<file path="config.mk">
export PLATFORM = sky130hd
export DESIGN_NAME = tmcm_median
export DESIGN_NICKNAME = d
export VERILOG_FILES = /design/src/sv/tmcm_pkg.sv /design/src/sv/tmcm_median.sv
export SDC_FILE = /design/constraint.sdc
export NUM_CORES = 1
export LEC_CHECK = 0
export ABC_AREA = 1
export BUFFER_PORTS_ARGS = -buffer_cell sky130_fd_sc_hd__buf_2
export CORE_MARGIN = 10
export CORE_UTILIZATION = 54
export DETAILED_ROUTE_END_ITERATION = 7
export MAX_ROUTING_LAYER = met4
export PLACE_DENSITY = 0.79
export SLEW_MARGIN = 20
export SYNTH_ARGS = -nofsm -noshare
export SYNTH_HDL_FRONTEND = slang
export SYNTH_SLANG_ARGS = --single-unit
</file>
<file path="constraint.sdc">
create_clock -name clk -period 3 [get_ports clk]
set_input_delay 0.45 -clock clk [delete_from_list [all_inputs] [get_ports clk]]
set_output_delay 0.45 -clock clk [all_outputs]
set_load 0.1 [all_outputs]
</file>
<file path="src/sv/tmcm_pkg.sv">
`timescale 1ns / 1ps
package tmcm_pkg;
  localparam int SampleBits = 12;
  localparam int NumSamples = 5;
  localparam int SizeBits = 13;
  localparam int OutBits = 12;
  localparam int ProdBits = SampleBits + SizeBits;
  localparam int DivSteps = ProdBits;
  localparam logic [OutBits-1:0] OutMax = '1;

  typedef enum logic [2:0] {
    REG_X_MIN = 3'd0,
    REG_X_MAX = 3'd1,
    REG_Y_MIN = 3'd2,
    REG_Y_MAX = 3'd3,
    REG_WIDTH = 3'd4,
    REG_HEIGHT = 3'd5
  } reg_idx_t;

  typedef struct packed {
    logic [SampleBits-1:0] x_sample_0;
    logic [SampleBits-1:0] x_sample_1;
    logic [SampleBits-1:0] x_sample_2;
    logic [SampleBits-1:0] x_sample_3;
    logic [SampleBits-1:0] x_sample_4;
    logic [SampleBits-1:0] y_sample_0;
    logic [SampleBits-1:0] y_sample_1;
    logic [SampleBits-1:0] y_sample_2;
    logic [SampleBits-1:0] y_sample_3;
    logic [SampleBits-1:0] y_sample_4;
  } in_item_t;

  typedef struct packed {
    logic [OutBits-1:0] coord_x;
    logic [OutBits-1:0] coord_y;
  } out_item_t;

  typedef struct packed {
    logic [SampleBits-1:0] lo;
    logic [SampleBits-1:0] hi;
    logic [SizeBits-1:0]   size;
  } axis_cfg_t;
endpackage

</file>
<file path="src/sv/tmcm_median.sv">
`timescale 1ns / 1ps
module tmcm_median import tmcm_pkg::*; (
  input  logic                  clk,
  input  logic [SampleBits-1:0] s_i [NumSamples],
  output logic [SampleBits-1:0] med_o
);
  // rank count: element k is the median if exactly two of the others are below it (ties by index)
  logic [SampleBits-1:0] med_nxt, med_r;
  always_comb begin
    logic [3:0] below;
    med_nxt = s_i[0];
    for (int k = 0; k < NumSamples; k++) begin
      below = '0;
      for (int j = 0; j < NumSamples; j++) begin
        if (j != k) begin
          if (s_i[j] < s_i[k] || (s_i[j] == s_i[k] && j < k)) below = below + 4'd1;
        end
      end
      if (below == 4'(NumSamples / 2)) med_nxt = s_i[k];
    end
  end
  always_ff @(posedge clk) med_r <= med_nxt;
  assign med_o = med_r;
endmodule

</file>
==> key figures <==
STA
  – Hold violation count in the final report: 0
  – FMAX: approximately 310 MHz
  – Worst Tran Pin Value: roughly 0.50 ns
  – Worst rel slew slack: 0.6718
  – PnR worst setup slack: -0.2133 ns
  – Final period util: 1.071
  – Final min period: 3.213 ns
  – Max Slew Vio Count: 0
  – Count of final setup violators: 12

Run
  – Max cap viols: 0

Critical path
  – Crit path top cell by count: nand2_1
  – WP data required: approximately 3.1 ns
  – CP peak stage delay: approximately 0.29 ns
  – CP endpoint kind: register
  – Startpoint Class: input port
  – Worst Path Max Fanout: 7
  – WP data arrival: about 3.4 ns
  – Crit Path Class: input port to register
  – Crit-path slowest cell: ha_4

Global route
  – Initial antenna violation count: 0
  – First-pass GRT wire length: around 26000 µm
  – GR Overflow Total: 0
  – All-Layer GR Usage: 0.2443
  – Vias in the first global route: ~5.6k
  – Largest net degree at the start of global routing: 13

Route
  – DRT antenna net count: 0
  – Final wirelength: 20990 µm
  – First-pass iteration count of the detailed router: 6
  – Drt drc: 0
  – Vias: between 6k and 7k
  – Initial drt markers: approximately 630
  – Via density: 6.020
  – Avg WL per Cell: roughly 20 µm

CTS
  – Total CTS buffers: 3
  – CTS Hold Bufs: 0
  – CTS tree: yes
  – Worst-path clk slew: approximately 0.060 ns
  – H-tree Lvls: 1
  – Clk buf depth: 2
  – Clock Sinks: 12
  – Root Driver: clkbuf_8

Place
  – I/O Buffers: around 70
  – GPL Wtd Cong: between 0.9 and 1
  – Detail Placement HPWL: about 14000 µm

Synth
  – Top FF cell, synth: dfxtp_1
  – Synth cell count leaders: nand2_1, inv_1, ha_1
  – Register bit count reported by yosys: 12
  – Synth cell types: 38
  – Mapped Nets: 917
  – Avg Inst Size Synth: between 6 and 7 µm²
  – Yosys top cell area share: 0.3510
  – Gate count after technology mapping: roughly 730
  – Post-Synthesis Cell Area: between 4000 and 5000 µm²
  – Post-synth EDFFs: 0
  – Yosys warns: 0
  – Area leader, netlist: ha_1
  – Seq/Total Area, Yosys: 0.05184
  – Async S/R FF share, synth: 0
  – Synth area leaders: ha_1, nand2_1, inv_1
  – Most common cell in the netlist: nand2_1

Cells and area
  – Area growth syn-to-layout: 55.67%
  – Final #Nets: 1117
  – Share of cells above drive strength 1: 0.4584
  – Largest register FFs: 12
  – N_diodes: 0
  – Core Util, Final: 0.8693

Floorplan
  – Cell Rows: 33
  – Die area: 12690 µm²
  – Initial cell density of the core: 0.5584
  – Core area: between 8000 and 9000 µm²
  – Die Ht: between 100 and 150 µm
  – Die X: around 110 µm
  – I/O pin total: 73

Hold path
  – Hold wc startpoint: s_i[0]
  – WHS Endpoint: med_o[0]$_DFF_P_
  – Worst hold path class: input port to register
  – Hold Path Depth: 4

Power and ir drop
  – Worst vdd ir: 0.4510 mV
  – Leakage: approximately 0.0039 µW
  – Tot Pwr: 3372 µW
  – Power Density: roughly 470 nW/µm²

Status
  – Violated checks: setup timing
  – Status: complete, but fails checks
[worst max-delay path, delay by kind of cell]
kind,cells,cell delay [ns]
compound gates,1,0.16
buf+inv,7,0.69
simple gates,14,1.24
fa+ha+maj,3,0.80
[layout make-up]
type	instances	area (µm²)
clock buffer	4	55.05
inverter	145	571.8
fill	397	1085
tap	105	131.4
sequential	12	240.2
multi-input combinational	560	4741
timing repair buffer	204	1475
[worst max-delay path by stage]
stage	startpoint	endpoint	depth (start not counted)
after CTS	s_i[37]	med_o[5]$_DFF_P_	23
after detailed placement	s_i[59]	med_o[5]$_DFF_P_	20
after floorplan	s_i[23]	med_o[10]$_DFF_P_	20
final	s_i[25]	med_o[9]$_DFF_P_	25
after global routing	s_i[25]	med_o[9]$_DFF_P_	25
after global placement	s_i[59]	med_o[8]$_DFF_P_	20
[layer usage]
metal,vias up,global-route usage,part of all wire
li1,2761,-,-
met5,-,-,0
met1,2813,0.2916,0.36
met2,476,0.4086,0.47
met3,151,0.03621,0.10
met4,0,0.08291,0.067
[cell usage in the layout, fill, tap and decap left out, types with 2 or more instances in the layout]
cell and n:
a21o_1 3, a21oi_1 37, a21oi_2 7, a21oi_4 2, and2_1 2, buf_12 2, buf_2 58, buf_4 127
buf_6 13, buf_8 2, clkbuf_4 2, clkbuf_8 4, dfxtp_1 12, ha_1 85, ha_2 2, ha_4 43
inv_1 101, inv_2 37, inv_4 4, inv_6 2, nand2_1 170, nand2_2 41, nand2_4 16, nand3_1 40
nand3_2 31, nand3_4 2, nand3b_1 3, nand4_1 10, nor2_1 17, nor2_2 7, nor2_4 7, nor3_2 3
o21a_1 4, o21ai_0 5, o21ai_1 5, o21bai_1 4, xnor2_4 2
[per-stage QoR]
stage / worst slack, ns / cell area [µm²] / TNS (ns) / hold slack [ns] / cells
6_report: -0.2133 / 7214 / -2.199 / 0.5867 / 1030
5_1_grt: -0.2994 / 7214 / -3.135 / 0.5965 / 1030
4_1_cts: 0.003560 / 6246 / 0 / 0.5346 / 1021
3_5_place_dp: -0.5185 / 5948 / -6.024 / 0.7777 / 1011
3_3_place_gp: -0.4138 / 5948 / -4.945 / 0.7733 / 1011
2_1_floorplan: 0.07746 / 4634 / 0 / 0.5602 / 726
[repair_timing]
item / in CTS / in global routing
gates cloned: 1 / 1
buffers inserted: 5 / 8
pin swaps: 24 / 92
setup endpoints to repair: 12 / 12
resized for setup: 44 / 191
[power breakdown]
group | switching, µW | internal (µW)
Combinational | 1960 | 948
Sequential | 26.1 | 250
Clock | 67.0 | 116
[kinds of logic (layout without fill, tap and decap cells)]
group,count (synthesis),count (layout),share of synthesized area
AOI/OAI and AO/OA,74,74,0.09638
xor gates and xnor gates,4,4,0.01080
adders and majority gates,130,130,0.3510
buffers and inverters,156,353,0.1382
DFF,12,12,0.05184
and+or+nand+nor,350,352,0.3518
Note: power is estimated with default switching activity, not from simulation.
