===== src/sv/tmcm_pkg.sv =====
`timescale 1ns / 1ps
package tmcm_pkg;
  localparam int SampleBits = 12;
  localparam int NumSamples = 5;
  localparam int SizeBits = 13;
  localparam int OutBits = 12;
  localparam int ProdBits = SampleBits + SizeBits;
  localparam int DivSteps = ProdBits;
  localparam logic [OutBits-1:0] OutMax = '1;

  typedef enum logic [2:0] {
    REG_X_MIN = 3'd0,
    REG_X_MAX = 3'd1,
    REG_Y_MIN = 3'd2,
    REG_Y_MAX = 3'd3,
    REG_WIDTH = 3'd4,
    REG_HEIGHT = 3'd5
  } reg_idx_t;

  typedef struct packed {
    logic [SampleBits-1:0] x_sample_0;
    logic [SampleBits-1:0] x_sample_1;
    logic [SampleBits-1:0] x_sample_2;
    logic [SampleBits-1:0] x_sample_3;
    logic [SampleBits-1:0] x_sample_4;
    logic [SampleBits-1:0] y_sample_0;
    logic [SampleBits-1:0] y_sample_1;
    logic [SampleBits-1:0] y_sample_2;
    logic [SampleBits-1:0] y_sample_3;
    logic [SampleBits-1:0] y_sample_4;
  } in_item_t;

  typedef struct packed {
    logic [OutBits-1:0] coord_x;
    logic [OutBits-1:0] coord_y;
  } out_item_t;

  typedef struct packed {
    logic [SampleBits-1:0] lo;
    logic [SampleBits-1:0] hi;
    logic [SizeBits-1:0]   size;
  } axis_cfg_t;
endpackage


===== src/sv/tmcm_map.sv =====
`timescale 1ns / 1ps
module tmcm_map import tmcm_pkg::*; (
  input  logic                  clk,
  input  logic [SampleBits-1:0] raw_i,
  input  axis_cfg_t             cfg_i,
  output logic [OutBits-1:0]    coord_o
);
  // stage 0: clamp and multiply
  logic [SampleBits-1:0] c;
  logic [SizeBits-1:0]   sz;
  logic [ProdBits-1:0]   num_r;
  logic [SampleBits-1:0] den_r;
  logic [SizeBits-1:0]   lim_r;
  logic                  zero_r;
  always_comb begin
    c = raw_i;
    if (c < cfg_i.lo) c = cfg_i.lo;
    if (c > cfg_i.hi) c = cfg_i.hi;
    sz = (cfg_i.size == '0) ? SizeBits'(1) : cfg_i.size;
  end
  always_ff @(posedge clk) begin
    num_r  <= ProdBits'(cfg_i.hi - c) * ProdBits'(sz - SizeBits'(1));
    den_r  <= cfg_i.hi - cfg_i.lo;
    lim_r  <= sz - SizeBits'(1);
    zero_r <= cfg_i.hi <= cfg_i.lo;
  end
  // restoring divider, one quotient bit per stage
  logic [ProdBits-1:0]   q_r   [DivSteps+1];
  logic [SampleBits:0]   rem_r [DivSteps+1];
  logic [SampleBits-1:0] d_r   [DivSteps+1];
  logic [SizeBits-1:0]   l_r   [DivSteps+1];
  logic                  z_r   [DivSteps+1];
  always_comb begin
    q_r[0] = num_r; rem_r[0] = '0; d_r[0] = den_r; l_r[0] = lim_r; z_r[0] = zero_r;
  end
  for (genvar g = 0; g < DivSteps; g++) begin : g_div
    logic [SampleBits:0] t;
    assign t = {rem_r[g][SampleBits-1:0], q_r[g][ProdBits-1]};
    always_ff @(posedge clk) begin
      if (t >= {1'b0, d_r[g]}) begin
        rem_r[g+1] <= t - {1'b0, d_r[g]};
        q_r[g+1]   <= {q_r[g][ProdBits-2:0], 1'b1};
      end else begin
        rem_r[g+1] <= t;
        q_r[g+1]   <= {q_r[g][ProdBits-2:0], 1'b0};
      end
      d_r[g+1] <= d_r[g];
      l_r[g+1] <= l_r[g];
      z_r[g+1] <= z_r[g];
    end
  end
  logic [ProdBits-1:0] q;
  logic [OutBits-1:0]  coord_r;
  always_comb begin
    q = q_r[DivSteps];
    if (q > ProdBits'(l_r[DivSteps])) q = ProdBits'(l_r[DivSteps]);
    if (q > ProdBits'(OutMax)) q = ProdBits'(OutMax);
  end
  always_ff @(posedge clk) coord_r <= z_r[DivSteps] ? '0 : q[OutBits-1:0];
  assign coord_o = coord_r;
endmodule


===== config.mk =====
export PLATFORM = sky130hd
export DESIGN_NAME = tmcm_map
export DESIGN_NICKNAME = d
export VERILOG_FILES = /design/src/sv/tmcm_pkg.sv /design/src/sv/tmcm_map.sv
export SDC_FILE = /design/constraint.sdc
export NUM_CORES = 2
export LEC_CHECK = 0
export ABC_AREA = 1
export BUFFER_PORTS_ARGS = -buffer_cell sky130_fd_sc_hd__buf_4
export CAP_MARGIN = 20
export CORE_MARGIN = 1
export CORE_UTILIZATION = 62
export DETAILED_ROUTE_END_ITERATION = 8
export GPL_TIMING_DRIVEN = 0
export PLACE_DENSITY_LB_ADDON = 0.25
export RECOVER_POWER = 25
export SYNTH_ARGS = -nofsm -noshare
export SYNTH_HDL_FRONTEND = slang
export SYNTH_SLANG_ARGS = --single-unit

===== constraint.sdc =====
create_clock -name clk -period 11.06 [get_ports clk]
set_input_delay 0 -clock clk [delete_from_list [all_inputs] [get_ports clk]]
set_output_delay 0 -clock clk [all_outputs]
set_load 0.1 [all_outputs]

==> results by group <==
Detailed routing
  • # DRC: 0
  • Remaining antenna violation count after routing: 0
  • Final wirelength: 118,100 microns
  • 1st-pass router iterations: 7
  • Drt wl/cell: 15.35 microns
  • DR iter-0 viols: 2,244
  • DR vias: 38.94k
  • Vias/cell: 5.061

CTS
  • CTS Buf Count: 148
  • CTS Sinks: 1,614
  • Post-CTS setup buffers: 0
  • Worst-Skew Late Latency: 760 ps
  • Post-cts hold buffer count: 55
  • CTS-repair resized insts: 0
  • Clock Tree Buf Depth: 3
  • H-tree levels: 4
  • Root buffer cell: clkbuf_16
  • CTS tree: done
  • Clock-pin slew on the worst setup and hold paths: 60 ps

Floorplan
  • Die area: 96,280 sq um
  • I/O pins: 62
  • Standard-cell row count: 112
  • Floorplan core area: 93,750 sq um
  • Die height: 310.3 microns
  • Die X: 310.3 microns
  • Initial Utilization: 62.86%

Worst setup path
  • CP arrival: 10,410 ps
  • Buffers & Inverters on Critical Path: 14
  • Crit-path slowest cell: fa_1
  • CP Launch Type: primary input
  • CP top delay family: adder cells
  • Worst Path Max Fanout: 10
  • Critical Path RT: 11,690 ps
  • Critical path's most frequent cell: nand2_1
  • Critical Path Max Stage Delay: 560 ps
  • Critical path class: primary input to register
  • Setup crit end kind: register

Timing
  • Endpoints failing hold: 0
  • Setup violations, final: 0
  • Setup TNS: 0 ps
  • Fin crit share: 88.43%
  • Final Slew Violations: 0
  • Slew margin rel.: 42.46%
  • Worst-margin pin slew: 857.0 ps
  • FMAX: 102.2 MHz
  • RSZ-0062 raised after global routing: false
  • Clock Skew: 55.25 ps
  • Minimum clock period after layout: 9781 ps

Layout
  • Post-layout util: 71.13%
  • Net count, final: 6,978
  • Layout cells sized above 1: 6.274%
  • Area grow syn2layout: 13.16%

Synth
  • XOR/XNOR share of the synthesized area: 3.781%
  • Post-synth EDFFs: 0
  • Syn avg cell area: 9.761 sq um
  • Synth top area share: 54.83%
  • Top cells by area, synth: dfxtp_1 (55%), ha_1 (8.8%), nand2_1 (7.7%)
  • Post-Synth Adder-Cell Area: 15.20%
  • Distinct cells, synth: 49
  • Post-synthesis compound-gate area fraction: 5.274%
  • Most common cell in the netlist: dfxtp_1
  • FF+latch count, synth: 1,614
  • Area leader, netlist: dfxtp_1
  • Mapped Area: 58,930 sq um
  • Sequential fraction of the synthesis area: 54.83%
  • Mux cell area share after synthesis: 0%
  • Synth Area in Simple Gates: 14.80%
  • Largest family of logic cells by synthesized area: adder cells
  • Post-synth top cells: dfxtp_1 (1,614), nand2_1 (1,201), inv_1 (820), ha_1 (415), nor2_1 (403)
  • Most used flip-flop cell after synthesis: dfxtp_1
  • Post-Syn Instances: 6,037
  • FFs w/ async S/R, synth: 0%
  • Synth Warn #: 0

Global routing
  • Largest net degree at the start of global routing: 17
  • First-pass GRT wire length: 192,200 microns
  • Initial antenna violation count: 0
  • Overflow after GRT: 0
  • Total Routing Usage GR: 24.98%
  • Vias in the first global route: 39.73k

Placement
  • RePlAce Congestion: 0.9330
  • Post-DP HPWL: 82,810 microns
  • Port buffer count: 61

Status
  • Status: completed

Hold path
  • Hold WC Path Type: primary input to register

Run
  • Maximum Capacitance Violations: 0
[cells in the final DEF, fill, tap and decap left out, drive strengths merged, types with 2 or more instances in the layout]
cell / Yosys / layout
a21oi: 251 / 251
nand4: 41 / 41
dfxtp: 1614 / 1614
clkinvlp: 0 / 11
buf: 56 / 117
o21bai: 34 / 34
o31ai: 3 / 3
nor3: 47 / 47
xnor2: 105 / 105
o211ai: 18 / 18
nand2: 1221 / 1221
o21a: 2 / 2
dlygate4sd3: 0 / 55
ha: 415 / 415
nor2: 409 / 409
inv: 836 / 842
bufinv: 0 / 13
a211oi: 3 / 3
or2: 4 / 4
nand3: 336 / 336
a21o: 60 / 60
fa: 188 / 188
clkbuf: 29 / 221
o41ai: 2 / 2
xor2: 146 / 146
a31oi: 38 / 38
nand3b: 23 / 23
conb: 2 / 24
clkinv: 1 / 43
nor4: 19 / 19
o21ai: 126 / 126
[per-stage QoR]
| stage | cells | setup WS, ps | hold WS [ps] | instance area [sq um] |
|---|---|---|---|---|
| 6_report | 7694 | 1279 | 116.9 | 66690 |
| 5_1_grt | 7693 | 614.0 | 108.0 | 66680 |
| 4_1_cts | 7693 | 1437 | 27.30 | 66680 |
| 3_5_place_dp | 7374 | 1204 | 312.1 | 61040 |
| 3_3_place_gp | 7374 | 1277 | 309.6 | 61040 |
| 2_1_floorplan | 6059 | 3040 | 175.2 | 59010 |
[kinds of logic after synthesis]
group / count (synthesis)
simple gates: 2104
flops: 1614
buf+inv: 922
fa+ha+maj: 603
compound gates: 541
xor+xnor: 251
other cells: 2
[worst paths after layout]
kind	startpoint	endpoint	slack (ps)	cells past startpoint
worst min register to register	q_r[335]	q_r[311]	290	0
worst min-delay path	cfg_i[1]	lim_r[1]	120	4
worst max-delay path	cfg_i[26]	num_r[24]	1280	52
worst max register to register	q_r[8]	coord_o[9]	8480	11
[cell type report]
cell class,instances,area [sq um]
flip-flops and latches,1614,32310
fillers,6627,27060
multi-input cells,3523,23100
clock buffers,192,4030
inverters,837,3142
well taps,1254,1569
clock inverters,72,1064
repair buffers,116,1008
plain buffers,85,454.2
diodes,1,2.502
[worst min-delay path: cells and delay by family]
family / cells / cell delay (ps)
buffers and inverters: 3 / 440
adder cells (fa/ha/maj): 1 / 360
[routing by layer]
| layer | routed length (microns) | up-vias | part of all wire (%) | track usage [%] |
|---|---|---|---|---|
| met2 | 60770 | 1040 | 51 | 45.93 |
| met3 | 5328 | 323 | 4.5 | 3.760 |
| met5 | 0 | - | 0 | 0 |
| li1 | - | 19586 | - | - |
| met4 | 4802 | 0 | 4.1 | 11.73 |
| met1 | 47230 | 17990 | 40 | 28.26 |
[sequential cells by signal, indices dropped and copies added, names as in the netlist]
register and flops:
g_div.t 312, lim_r 13, coord_o 12, z_r 25, den_r 12, l_r 325
d_r 288, q_r 601, num_r 25, zero_r 1
Power is left out: the tool's default activity adds up to more than one toggle a clock period on the data nets, which glitch-free logic cannot reach.
